### src/hw/rtl/sls_pkg.sv
`timescale 1ns / 1ps
// ----------------------------------------------------------------------------
// sls_pkg
// Types and codes shared by the sequential list store modules.
// ----------------------------------------------------------------------------
package sls_pkg;

    localparam int OP_W    = 3;
    localparam int IDX_W   = 8;
    localparam int VAL_W   = 32;
    localparam int STAT_W  = 2;
    localparam int POS_W   = 7;
    localparam int CNT_W   = 8;

    localparam logic [OP_W-1:0] OP_GET    = 3'd0;
    localparam logic [OP_W-1:0] OP_LOCATE = 3'd1;
    localparam logic [OP_W-1:0] OP_INSERT = 3'd2;
    localparam logic [OP_W-1:0] OP_DELETE = 3'd3;
    localparam logic [OP_W-1:0] OP_CLEAR  = 3'd4;

    localparam logic [STAT_W-1:0] ST_OK        = 2'd0;
    localparam logic [STAT_W-1:0] ST_BAD_INDEX = 2'd1;
    localparam logic [STAT_W-1:0] ST_FULL      = 2'd2;
    localparam logic [STAT_W-1:0] ST_NOT_FOUND = 2'd3;

    typedef struct packed {
        logic [OP_W-1:0]         operation;
        logic [IDX_W-1:0]        index;
        logic signed [VAL_W-1:0] value;
    } sls_in_t;

    typedef struct packed {
        logic [STAT_W-1:0]       status;
        logic signed [VAL_W-1:0] value_out;
        logic [POS_W-1:0]        position;
        logic [CNT_W-1:0]        count;
        logic                    empty_res;
    } sls_out_t;

    typedef enum logic [2:0] {
        ACT_IDLE,
        ACT_LOAD_IDX,
        ACT_LOAD_VAL,
        ACT_SHIFT,
        ACT_INSERT,
        ACT_DELETE
    } sls_act_t;

    typedef struct packed {
        sls_act_t                act;
        logic [IDX_W-1:0]        index;
        logic signed [VAL_W-1:0] value;
    } sls_cmd_t;

    typedef struct packed {
        logic             found;
        logic [VAL_W-1:0] value;
    } sls_slot_t;

    typedef enum logic {
        ST_IDLE,
        ST_SCAN
    } sls_state_t;

endpackage

### src/hw/rtl/sls_cell.sv
`timescale 1ns / 1ps
// ----------------------------------------------------------------------------
// sls_cell
// One list position: the stored entry and a scan slot that hands its
// contents toward position zero while a query runs.
// ----------------------------------------------------------------------------
module sls_cell #(
    parameter int CAPACITY = 128,
    parameter int POS      = 0
) (
    input  logic                             aclk,
    input  sls_pkg::sls_cmd_t                cmd,
    input  logic [$clog2(CAPACITY+1)-1:0]    len,
    input  logic [sls_pkg::VAL_W-1:0]        entry_left,
    input  logic [sls_pkg::VAL_W-1:0]        entry_right,
    input  sls_pkg::sls_slot_t               slot_right,
    output logic [sls_pkg::VAL_W-1:0]        entry_o,
    output sls_pkg::sls_slot_t               slot_o
);
    import sls_pkg::*;

    logic [VAL_W-1:0] entry_reg;
    sls_slot_t        slot_reg;

    always_ff @(posedge aclk) begin
        case (cmd.act)
            ACT_LOAD_IDX: begin
                slot_reg.found <= (int'(cmd.index) == POS);
                slot_reg.value <= entry_reg;
            end
            ACT_LOAD_VAL: begin
                slot_reg.found <= (entry_reg == cmd.value) && (POS < int'(len));
                slot_reg.value <= entry_reg;
            end
            ACT_SHIFT: begin
                slot_reg <= slot_right;
            end
            ACT_INSERT: begin
                if (POS > int'(cmd.index)) begin
                    entry_reg <= entry_left;
                end else if (POS == int'(cmd.index)) begin
                    entry_reg <= cmd.value;
                end
            end
            ACT_DELETE: begin
                if (POS >= int'(cmd.index)) begin
                    entry_reg <= entry_right;
                end
            end
            default: begin
            end
        endcase
    end

    assign entry_o = entry_reg;
    assign slot_o  = slot_reg;

endmodule

### config.mk
export PLATFORM = sky130hd
export DESIGN_NAME = sls_cell
export DESIGN_NICKNAME = d
export VERILOG_FILES = /design/src/hw/rtl/sls_pkg.sv /design/src/hw/rtl/sls_cell.sv
export SDC_FILE = /design/constraint.sdc
export NUM_CORES = 1
export LEC_CHECK = 0
export ABC_AREA = 0
export BUFFER_PORTS_ARGS = -buffer_cell sky130_fd_sc_hd__buf_4
export CAP_MARGIN = 10
export CORE_ASPECT_RATIO = 1.25
export CORE_MARGIN = 3
export CORE_UTILIZATION = 47
export CTS_CLUSTER_DIAMETER = 120
export CTS_CLUSTER_SIZE = 16
export DETAILED_ROUTE_END_ITERATION = 12
export HOLD_SLACK_MARGIN = 0.06
export PLACE_DENSITY_LB_ADDON = 0.25
export SLEW_MARGIN = 10
export SYNTH_ARGS = -nofsm -noshare
export SYNTH_HDL_FRONTEND = slang
export SYNTH_SLANG_ARGS = --single-unit
### constraint.sdc
create_clock -name aclk -period 7.5 [get_ports aclk]
set_input_delay 0.375 -clock aclk [delete_from_list [all_inputs] [get_ports aclk]]
set_output_delay 0.375 -clock aclk [all_outputs]
set_load 0.05 [all_outputs]
==> impl_metrics.csv <==
group,metric,value,unit
clock_tree,max-clock-path-buffers,2,
synth,synth_cells,194,
global_route,antenna_found_initial,0,
clock_tree,ctsResizeCount,0,
synth,synthesis.area,0.00344,mm^2
clock_tree,clock_latency,330,ps
global_route,grt_pass1_wl,12800,um
floorplanning,fp.dieW,82.6,um
synth,ys_warn_count,0,
clock_tree,cts_buffers,9,
timing,setup_violations,0,
final_layout,nNetsFinal,532,
floorplanning,coreArea,0.00702,mm^2
timing,tns,0,ps
critical_path,critPathLaunchType,"input port",
synth,syn_nets,343,
drt,wl_per_cell,18.4,um
timing,worstMarginPinSlew,1010,ps
global_route,grt_max_degree,34,
clock_tree,cts.sinks,65,
drt,first_pass_iters,4,
final_layout,drive_above_1_share,68.3,%
status,status,"completed",
timing,fin_crit_sh,25.8,%
place,routabilityCongestion,0.754,
floorplanning,fp-row-count,34,
timing,min_period,1940,ps
drt,vias,2378,
clock_tree,cts_tree,"built",
drt,drc,0,
floorplanning,dieArea,0.00840,mm^2
power,clkPwrFrac,30.5,%
job,max_cap_violations,0,
critical_path,ff2ff_path_depth,5,
power,switching_power,0.190,mW
critical_path,crit_path_frequent_cell,"buf_4",
critical_path,cp_cell_sequence,"buf_4, nor4_1, nand2_1, nor3b_2, buf_4",
place,portBuffers,181,
power,power_frac_comb,17.8,%
critical_path,arrival,1950,ps
timing,slew-limit-headroom,32.3,%
drt,via_per_inst,4.97,
synth,synth_cell_types,20,
hold_path,holdPathStages,2,
critical_path,cp-end-kind,"register",
global_route,grt_pass1_vias,2548,
clock_tree,clkTransAtPathRegs,70,ps
place,hpwl,6840,um
global_route,track_usage,20.9,%
synth,ys_seq_area_share,56.7,%
synth,ys_seq_elements,65,
power,p_int,0.605,mW
critical_path,cp_slowest_stage_delay,610,ps
floorplanning,io_pins,214,
drt,initialDrtViolationCount,69,
clock_tree,postCtsHoldBufs,0,
global_route,gr-total-overflow,0,
drt,wl,8800,um
critical_path,cp.required,7510,ps
power,power.share.sequential,51.7,%
timing,clock.fmax,516,MHz
final_layout,finalCoreUtilization,71.4,%
critical_path,critPathKind,"in2reg",
timing,finalClockSkew,14.0,ps
synth,synth_area_per_cell,17.7,um^2
floorplanning,initial_core_util,49.1,%
power,p_leak,2.29,nW
timing,rsz0062_at_grt,"false",
final_layout,synthToLayoutAreaGrowth,45.5,%
power,p_per_area,159,mW/mm^2
hold_path,worstHoldPathType,"in2reg",
power,ir_drop,110,uV
timing,hold_viol_final,0,
power,sw_frac_of_total,24.0,%
floorplanning,die_y,102,um
clock_tree,htreeDepth,3,
clock_tree,root_buffer,"clkbuf_8",
final_layout,antenna_cells,0,
critical_path,cp_max_fo,17,
critical_path,crit_slowest_cell,"nor3b_2",
timing,maxSlewViolCount,0,
drt,antenna_left,0,
clock_tree,postCtsSetupRepairBufs,0,
## sequential cells by signal, indices dropped and copies added (netlist names)
signal	flops
slot_o	33
entry_o	32
## path summary, 6_finish.rpt
| path | start | endpoint | slack (ps) |
|---|---|---|---|
| worst max-delay path | cmd[32] | entry_o[24] | 5560 |
| worst min-delay path | entry_right[22] | entry_o[22] | 340 |
| worst max register to register | entry_o[0] | slot_o[32] | 5870 |
| worst min register to register | entry_o[16] | slot_o[16] | 640 |
## cells in the final DEF, fill, tap and decap left out, drive strengths merged
cell type | synthesis | layout
a211oi | 1 | 1
a31oi | 1 | 1
buf | 6 | 184
clkbuf | 0 | 11
clkinv | 0 | 5
edfxtp | 65 | 65
mux2 | 64 | 64
nand2 | 3 | 3
nand3 | 2 | 2
nand3b | 1 | 1
nand4 | 4 | 4
nor2 | 3 | 3
nor2b | 1 | 1
nor3 | 1 | 1
nor3b | 1 | 1
nor4 | 8 | 8
o21ai | 1 | 1
xnor2 | 17 | 17
xor2 | 15 | 15
## cells by family after synthesis
family                 synth area share [%]
buffers and inverters                  2.73
flip-flops                             56.7
XOR/XNOR                               8.14
AO/OA/AOI/OAI                         0.545
AND/OR/NAND/NOR                        4.43
multiplexers                           27.5
## power by group through the flow
| stage | Combinational (mW) | Sequential (mW) | Clock [mW] |
|---|---|---|---|
| 6_report | 0.142 | 0.411 | 0.243 |
| 5_1_grt | 0.151 | 0.411 | 0.263 |
| 4_1_cts | 0.143 | 0.411 | 0.249 |
| 3_5_place_dp | 0.143 | 0.419 | 0 |
| 3_3_place_gp | 0.140 | 0.418 | 0 |
| 2_1_floorplan | 0.0506 | 0.444 | 0 |
## synthesized netlist by cell type
| cell type | instances | area [um^2] |
|---|---|---|
| mux2_2 | 4 | 45.0 |
| nor3_1 | 1 | 5.00 |
| nand4_1 | 4 | 25.0 |
| nand2_4 | 1 | 11.3 |
| a211oi_1 | 1 | 7.51 |
| xnor2_1 | 17 | 149 |
| nor2b_4 | 1 | 13.8 |
| xor2_1 | 15 | 131 |
| nand3_1 | 2 | 10.0 |
| mux2_4 | 60 | 901 |
| nor3b_1 | 1 | 7.51 |
| nor2_1 | 3 | 11.3 |
| edfxtp_1 | 65 | 1950 |
| buf_12 | 3 | 60.1 |
| o21ai_1 | 1 | 5.00 |
| buf_6 | 3 | 33.8 |
| nand3b_2 | 1 | 11.3 |
| nor4_1 | 8 | 50.1 |
| nand2_1 | 2 | 7.51 |
| a31oi_1 | 1 | 6.26 |
## layer usage
metal	vias up	GRT usage (%)	part of all wire [%]
met5	-	0	0
met4	0	9.69	2.3
met3	17	5.87	9.5
met2	112	37.9	54
met1	1126	21.8	34
li1	1123	-	-
## area by class of cell
| class | instances | area [um^2] |
|---|---|---|
| clock buffer | 11 | 131 |
| sequential | 65 | 1950 |
| tap | 90 | 113 |
| clock inverter | 5 | 22.5 |
| timing repair buffer | 184 | 1380 |
| fill | 522 | 2010 |
| multi-input combinational | 123 | 1410 |
## metrics by stage
step	instances	power [mW]	worst slack (ps)	area [um^2]	hold slack [ps]
after floorplan	194	0.494	3900	3440	592
after global placement	462	0.558	5220	4860	614
after detailed placement	462	0.562	5180	4860	618
after CTS	478	0.803	5540	5010	325
after global routing	478	0.825	5420	5010	323
final	478	0.795	5560	5010	340
## worst max-delay path, delay by kind of cell
kind / cells / cell delay [ps]
buf+inv: 2 / 490
simple gates: 3 / 1070
Power figures use the tool's default switching activity.
