**config.mk**
```make
export PLATFORM = sky130hd
export DESIGN_NAME = sls_ctrl
export DESIGN_NICKNAME = d
export VERILOG_FILES = /design/src/hw/rtl/sls_pkg.sv /design/src/hw/rtl/sls_ctrl.sv
export SDC_FILE = /design/constraint.sdc
export NUM_CORES = 1
export LEC_CHECK = 0
export BUFFER_PORTS_ARGS = -buffer_cell sky130_fd_sc_hd__buf_2
export CAP_MARGIN = 20
export CORE_UTILIZATION = 44
export DETAILED_ROUTE_END_ITERATION = 6
export HOLD_SLACK_MARGIN = 0.08
export PLACE_DENSITY = 0.78
export SLEW_MARGIN = 30
export SYNTH_ARGS = -nofsm -noshare
export SYNTH_HDL_FRONTEND = slang
export SYNTH_SLANG_ARGS = --single-unit
```
**constraint.sdc**
```tcl
create_clock -name aclk -period 4.8 [get_ports aclk]
set_input_delay 0.72 -clock aclk [delete_from_list [all_inputs] [get_ports aclk]]
set_output_delay 0.72 -clock aclk [all_outputs]
set_load 0.01 [all_outputs]
```
**src/hw/rtl/sls_pkg.sv**
```systemverilog
`timescale 1ns / 1ps
// ----------------------------------------------------------------------------
// sls_pkg
// Types and codes shared by the sequential list store modules.
// ----------------------------------------------------------------------------
package sls_pkg;

    localparam int OP_W    = 3;
    localparam int IDX_W   = 8;
    localparam int VAL_W   = 32;
    localparam int STAT_W  = 2;
    localparam int POS_W   = 7;
    localparam int CNT_W   = 8;

    localparam logic [OP_W-1:0] OP_GET    = 3'd0;
    localparam logic [OP_W-1:0] OP_LOCATE = 3'd1;
    localparam logic [OP_W-1:0] OP_INSERT = 3'd2;
    localparam logic [OP_W-1:0] OP_DELETE = 3'd3;
    localparam logic [OP_W-1:0] OP_CLEAR  = 3'd4;

    localparam logic [STAT_W-1:0] ST_OK        = 2'd0;
    localparam logic [STAT_W-1:0] ST_BAD_INDEX = 2'd1;
    localparam logic [STAT_W-1:0] ST_FULL      = 2'd2;
    localparam logic [STAT_W-1:0] ST_NOT_FOUND = 2'd3;

    typedef struct packed {
        logic [OP_W-1:0]         operation;
        logic [IDX_W-1:0]        index;
        logic signed [VAL_W-1:0] value;
    } sls_in_t;

    typedef struct packed {
        logic [STAT_W-1:0]       status;
        logic signed [VAL_W-1:0] value_out;
        logic [POS_W-1:0]        position;
        logic [CNT_W-1:0]        count;
        logic                    empty_res;
    } sls_out_t;

    typedef enum logic [2:0] {
        ACT_IDLE,
        ACT_LOAD_IDX,
        ACT_LOAD_VAL,
        ACT_SHIFT,
        ACT_INSERT,
        ACT_DELETE
    } sls_act_t;

    typedef struct packed {
        sls_act_t                act;
        logic [IDX_W-1:0]        index;
        logic signed [VAL_W-1:0] value;
    } sls_cmd_t;

    typedef struct packed {
        logic             found;
        logic [VAL_W-1:0] value;
    } sls_slot_t;

    typedef enum logic {
        ST_IDLE,
        ST_SCAN
    } sls_state_t;

endpackage

```
**src/hw/rtl/sls_ctrl.sv**
```systemverilog
`timescale 1ns / 1ps
// ----------------------------------------------------------------------------
// sls_ctrl
// Sequencer: decodes each beat, holds the list length, runs the scan of the
// cell chain and registers the result beat.
// ----------------------------------------------------------------------------
module sls_ctrl #(
    parameter int CAPACITY = 128
) (
    input  logic                              aclk,
    input  logic                              aresetn,
    input  logic                              s_valid,
    output logic                              s_ready,
    input  sls_pkg::sls_in_t                  s_data,
    output logic                              m_valid,
    input  logic                              m_ready,
    output sls_pkg::sls_out_t                 m_data,
    input  sls_pkg::sls_slot_t                slot_head,
    output sls_pkg::sls_cmd_t                 cmd,
    output logic [$clog2(CAPACITY+1)-1:0]     len
);
    import sls_pkg::*;

    localparam int LW = $clog2(CAPACITY + 1);
    localparam int PW = $clog2(CAPACITY);
    localparam int CW = (LW > IDX_W) ? LW : IDX_W;

    sls_state_t         state_reg, state_next;
    logic [LW-1:0]      len_reg, len_next;
    logic [PW-1:0]      cnt_reg, cnt_next;
    logic [OP_W-1:0]    op_reg, op_next;
    logic [IDX_W-1:0]   idx_reg, idx_next;
    logic               m_valid_reg, m_valid_next;
    sls_out_t           m_data_reg, m_data_next;

    logic               out_free;
    logic               accept;
    logic               res_load;
    logic [STAT_W-1:0]  res_status;
    logic [VAL_W-1:0]   res_value;
    logic [PW-1:0]      res_pos;
    logic [CW-1:0]      idx_ext;
    logic [CW-1:0]      len_ext;

    assign out_free = !m_valid_reg || m_ready;
    assign s_ready  = (state_reg == ST_IDLE) && out_free;
    assign accept   = s_valid && s_ready;
    assign idx_ext  = CW'(s_data.index);
    assign len_ext  = CW'(len_reg);

    always_comb begin
        state_next   = state_reg;
        len_next     = len_reg;
        cnt_next     = cnt_reg;
        op_next      = op_reg;
        idx_next     = idx_reg;
        m_valid_next = m_valid_reg && !m_ready;
        m_data_next  = m_data_reg;
        res_load     = 1'b0;
        res_status   = ST_OK;
        res_value    = '0;
        res_pos      = '0;
        cmd.act      = ACT_IDLE;
        cmd.index    = s_data.index;
        cmd.value    = s_data.value;

        case (state_reg)
            ST_IDLE: begin
                if (accept) begin
                    op_next  = s_data.operation;
                    idx_next = s_data.index;
                    cnt_next = '0;
                    case (s_data.operation)
                        OP_GET, OP_DELETE: begin
                            if (idx_ext < len_ext) begin
                                cmd.act    = ACT_LOAD_IDX;
                                state_next = ST_SCAN;
                            end else begin
                                res_load   = 1'b1;
                                res_status = ST_BAD_INDEX;
                            end
                        end
                        OP_LOCATE: begin
                            if (len_reg != '0) begin
                                cmd.act    = ACT_LOAD_VAL;
                                state_next = ST_SCAN;
                            end else begin
                                res_load   = 1'b1;
                                res_status = ST_NOT_FOUND;
                            end
                        end
                        OP_INSERT: begin
                            res_load = 1'b1;
                            if (idx_ext > len_ext) begin
                                res_status = ST_BAD_INDEX;
                            end else if (len_reg == LW'(CAPACITY)) begin
                                res_status = ST_FULL;
                            end else begin
                                cmd.act  = ACT_INSERT;
                                len_next = len_reg + 1'b1;
                            end
                        end
                        OP_CLEAR: begin
                            res_load = 1'b1;
                            len_next = '0;
                        end
                        default: begin
                            res_load = 1'b1;
                        end
                    endcase
                end
            end
            ST_SCAN: begin
                cmd.index = idx_reg;
                if (slot_head.found || (LW'(cnt_reg) + 1'b1 >= len_reg)) begin
                    if (out_free) begin
                        res_load   = 1'b1;
                        state_next = ST_IDLE;
                        if (slot_head.found) begin
                            if (op_reg == OP_LOCATE) begin
                                res_pos = cnt_reg;
                            end else begin
                                res_value = slot_head.value;
                            end
                            if (op_reg == OP_DELETE) begin
                                cmd.act  = ACT_DELETE;
                                len_next = len_reg - 1'b1;
                            end
                        end else begin
                            res_status = ST_NOT_FOUND;
                        end
                    end
                end else begin
                    cmd.act  = ACT_SHIFT;
                    cnt_next = cnt_reg + 1'b1;
                end
            end
            default: begin
                state_next = ST_IDLE;
            end
        endcase

        if (res_load) begin
            m_valid_next          = 1'b1;
            m_data_next.status    = res_status;
            m_data_next.value_out = res_value;
            m_data_next.position  = POS_W'(res_pos);
            m_data_next.count     = CNT_W'(len_next);
            m_data_next.empty_res = (len_next == '0);
        end
    end

    always_ff @(posedge aclk) begin
        if (!aresetn) begin
            state_reg   <= ST_IDLE;
            len_reg     <= '0;
            cnt_reg     <= '0;
            m_valid_reg <= 1'b0;
        end else begin
            state_reg   <= state_next;
            len_reg     <= len_next;
            cnt_reg     <= cnt_next;
            m_valid_reg <= m_valid_next;
        end
    end

    always_ff @(posedge aclk) begin
        op_reg     <= op_next;
        idx_reg    <= idx_next;
        m_data_reg <= m_data_next;
    end

    assign m_valid = m_valid_reg;
    assign m_data  = m_data_reg;
    assign len     = len_reg;

    a_len_bound: assert property (@(posedge aclk) disable iff (!aresetn)
        len_reg <= LW'(CAPACITY))
        else $error("list length above capacity");

    a_scan_in_range: assert property (@(posedge aclk) disable iff (!aresetn)
        (state_reg == ST_SCAN) |-> (LW'(cnt_reg) < len_reg))
        else $error("scan position beyond list length");

    a_clear_empties: assert property (@(posedge aclk) disable iff (!aresetn)
        (accept && s_data.operation == OP_CLEAR) |=> (len_reg == '0))
        else $error("clear did not empty the list");

    a_scan_holds_output: assert property (@(posedge aclk) disable iff (!aresetn)
        (state_reg == ST_SCAN) |-> !s_ready)
        else $error("beat accepted during scan");

endmodule

```
==> key figures <==
Routing
  – DR iter-0 viols: 218
  – DRC violations left: 0
  – Vias per cell: 5.38
  – Routed Antenna Nets: 0
  – DR WL met3: 1.00 mm
  – DRT Pass-1 Iters: 5
  – DR vias: 3337
  – DRT met1 WL: 4.22 mm
  – WL final: 10.3 mm
  – Detail Route met2 WL: 4.84 mm
  – Max layer used: met4
  – WL/cell: 16.6 um

STA
  – Fin crit share: 77.6%
  – Crit path time final: 3730 ps
  – Final setup fails: 0
  – Worst Tran Pin Value: 857 ps
  – Setup TNS: 0 ps
  – Final hold violations: 0
  – RSZ-0062 raised after global routing: false
  – Final Skew: 17.6 ps
  – F_max: 268 MHz
  – Fin. max-slew vios: 0
  – Slew HR: 42.2%

Clock tree
  – CTS buffer count: 9
  – CTS tree: done
  – CTS H-tree lvls: 3
  – CTS Buffer Depth: 2
  – Latest clock arrival within the worst-skew pair: 360 ps
  – Post-CTS Repair Setup Buffers: 0
  – Root Buffer: clkbuf_8
  – Post-CTS Hold Fix Bufs: 0
  – Clock net sink count: 78
  – # resized after CTS: 0
  – CTS clk-pin slew, worst paths: 80 ps

Setup path
  – Required time of the critical path: 4080 ps
  – Worst EP arrival: 3010 ps
  – Reg2reg path depth: 11
  – Critical Path End Type: output port
  – CP Class: reg2out
  – Critical Path Start Type: flip-flop
  – CP Max Fanout: 8

Pwr
  – Peak VDD IR: 0.113 mV
  – LEAKAGE: 2.11 nW
  – Pwr Density: 310 nW/um^2

Die
  – I/O pin count: 183
  – Die ar.: 10200 um^2
  – Initial Util: 46.0%
  – Chip Width: 101 um
  – Die height: 101 um
  – Standard-cell row count: 35
  – Area of the core: 9370 um^2

Finish
  – Layout area overhead: 16.6%
  – Final-stage net count: 586
  – Fin util: 53.7%
  – Ratio of cells with drive above 1 in the final layout: 33.2%
  – Max reg flops: 50
  – Fill cells: 850
  – Most frequent cells in the layout: buf_2, edfxtp_1, and2_1
  – Most common cell after layout, fill and taps aside: buf_2
  – Diode count: 0

Job
  – Max-cap violations: 0

Synthesis
  – Yosys warns: 0
  – Number of synthesized flops with an enable pin: 61
  – Yosys reg bits: 78
  – Mapped Cells: 397
  – Register area share after synthesis: 50.3%
  – Syn_area_per_cell: 10.9 um^2
  – Top FF cell, synth: edfxtp_1
  – Synth Cell Area: 4310 um^2
  – Synth cell types: 60
  – Post-synth ARST share: 0%
  – Post-Syn Nets: 497

Worst hold path
  – Hold Crit Depth: 2
  – Hold WC Path Type: reg2reg

Place
  – GP Congestion: 0.898
  – Port Buf Inserts: 118
  – DP HPWL: 7.72 mm

Status
  – Status: completed

GRT
  – Vias in the first global route: 3255
  – GRT overflow: 0
  – Global-route wire length before repair: 16.2 mm
  – Largest net degree at the start of global routing: 51
  – Initial antenna violation count: 0
  – Total GRT Usage: 20.9%
==> metrics by stage <==
step	power [W]	instance area (um^2)	std cells	worst slack [ps]	hold slack, ps
after floorplan	0.000950	4310	397	155	473
after global placement	0.00100	4800	604	1510	499
after detailed placement	0.00101	4800	604	1330	508
after CTS	0.00158	5030	620	1060	521
after global routing	0.00162	5030	620	843	538
final	0.00156	5030	620	1070	527
==> layout make-up <==
class                           count  area (um^2)  share of cell area (%)
Clock buffer                        9          124                    2.46
Inverter                           15         61.3                    1.22
Sequential cell                    78         2170                    43.2
Timing Repair Buffer              122          621                    12.3
Tap cell                          129          161                    3.21
Clock inverter                      7          105                    2.09
Multi-Input combinational cell    260         1790                    35.5
==> synth_stat cells (2+ instances only) <==
library cell / n / area, um^2
inv_1: 14 / 52.6
nand2b_1: 7 / 43.8
nand4_1: 3 / 18.8
xnor2_1: 8 / 70.1
clkbuf_1: 7 / 26.3
buf_6: 2 / 22.5
o22ai_1: 3 / 18.8
nor4_1: 2 / 12.5
o211ai_1: 3 / 22.5
a21oi_1: 19 / 95.1
edfxtp_1: 61 / 1830
or3_1: 4 / 25.0
o21ai_1: 2 / 10.0
nand3b_1: 3 / 22.5
nor2b_1: 4 / 25.0
and2_1: 44 / 275
dfxtp_1: 17 / 340
a211oi_1: 2 / 15.0
and3_1: 5 / 31.3
nand2_1: 24 / 90.1
a21o_1: 3 / 22.5
nand4_2: 2 / 25.0
o21ai_0: 7 / 35.0
nor2_1: 24 / 90.1
buf_2: 2 / 10.0
ha_1: 20 / 250
a31oi_1: 5 / 31.3
nor3_1: 11 / 55.1
mux2_2: 8 / 90.1
o311a_1: 2 / 20.0
nor2_2: 2 / 12.5
buf_4: 32 / 240
nand3_1: 16 / 80.1
xor2_1: 3 / 26.3
==> kinds of logic after synthesis <==
kind of cell	share of synthesized area, %
compound gates	10.0
buf+inv	8.44
mux	2.32
simple gates	20.8
xor+xnor	2.23
fa+ha+maj	5.80
flops	50.3
==> worst max-delay path, stage by stage, from the launching register on <==
cell and delay, ps:
dfxtp_1 430, nand3_1 150, nor2_1 270, xor2_1 190, ha_1 260, a21o_1 180, a21oi_1 170, o21ai_1 170
a2111o_1 580, nand2b_1 130, buf_2 130
==> where the power goes <==
part | total [W] | internal [W] | switching [W]
Combinational | 0.000204 | 0.0000786 | 0.000126
Sequential | 0.000790 | 0.000777 | 0.0000130
Clock | 0.000565 | 0.000301 | 0.000264
Total | 0.00156 | 0.00116 | 0.000403
==> worst paths after layout <==
path         slack [ps]    endpoint        from
max                1070     cmd[41]  cnt_reg[0]
min                 530  cnt_reg[6]  cnt_reg[6]
max reg2reg        1330  m_data[23]  cnt_reg[0]
min reg2reg         530  cnt_reg[6]  cnt_reg[6]
==> layer usage <==
| layer | GRT usage [%] | vias to the layer above |
|---|---|---|
| li1 | - | 1577 |
| met3 | 5.55 | 34 |
| met1 | 26.0 | 1539 |
| met4 | 9.03 | 0 |
| met5 | 0 | - |
| met2 | 34.1 | 187 |
Note: power is estimated with default switching activity, not from simulation.
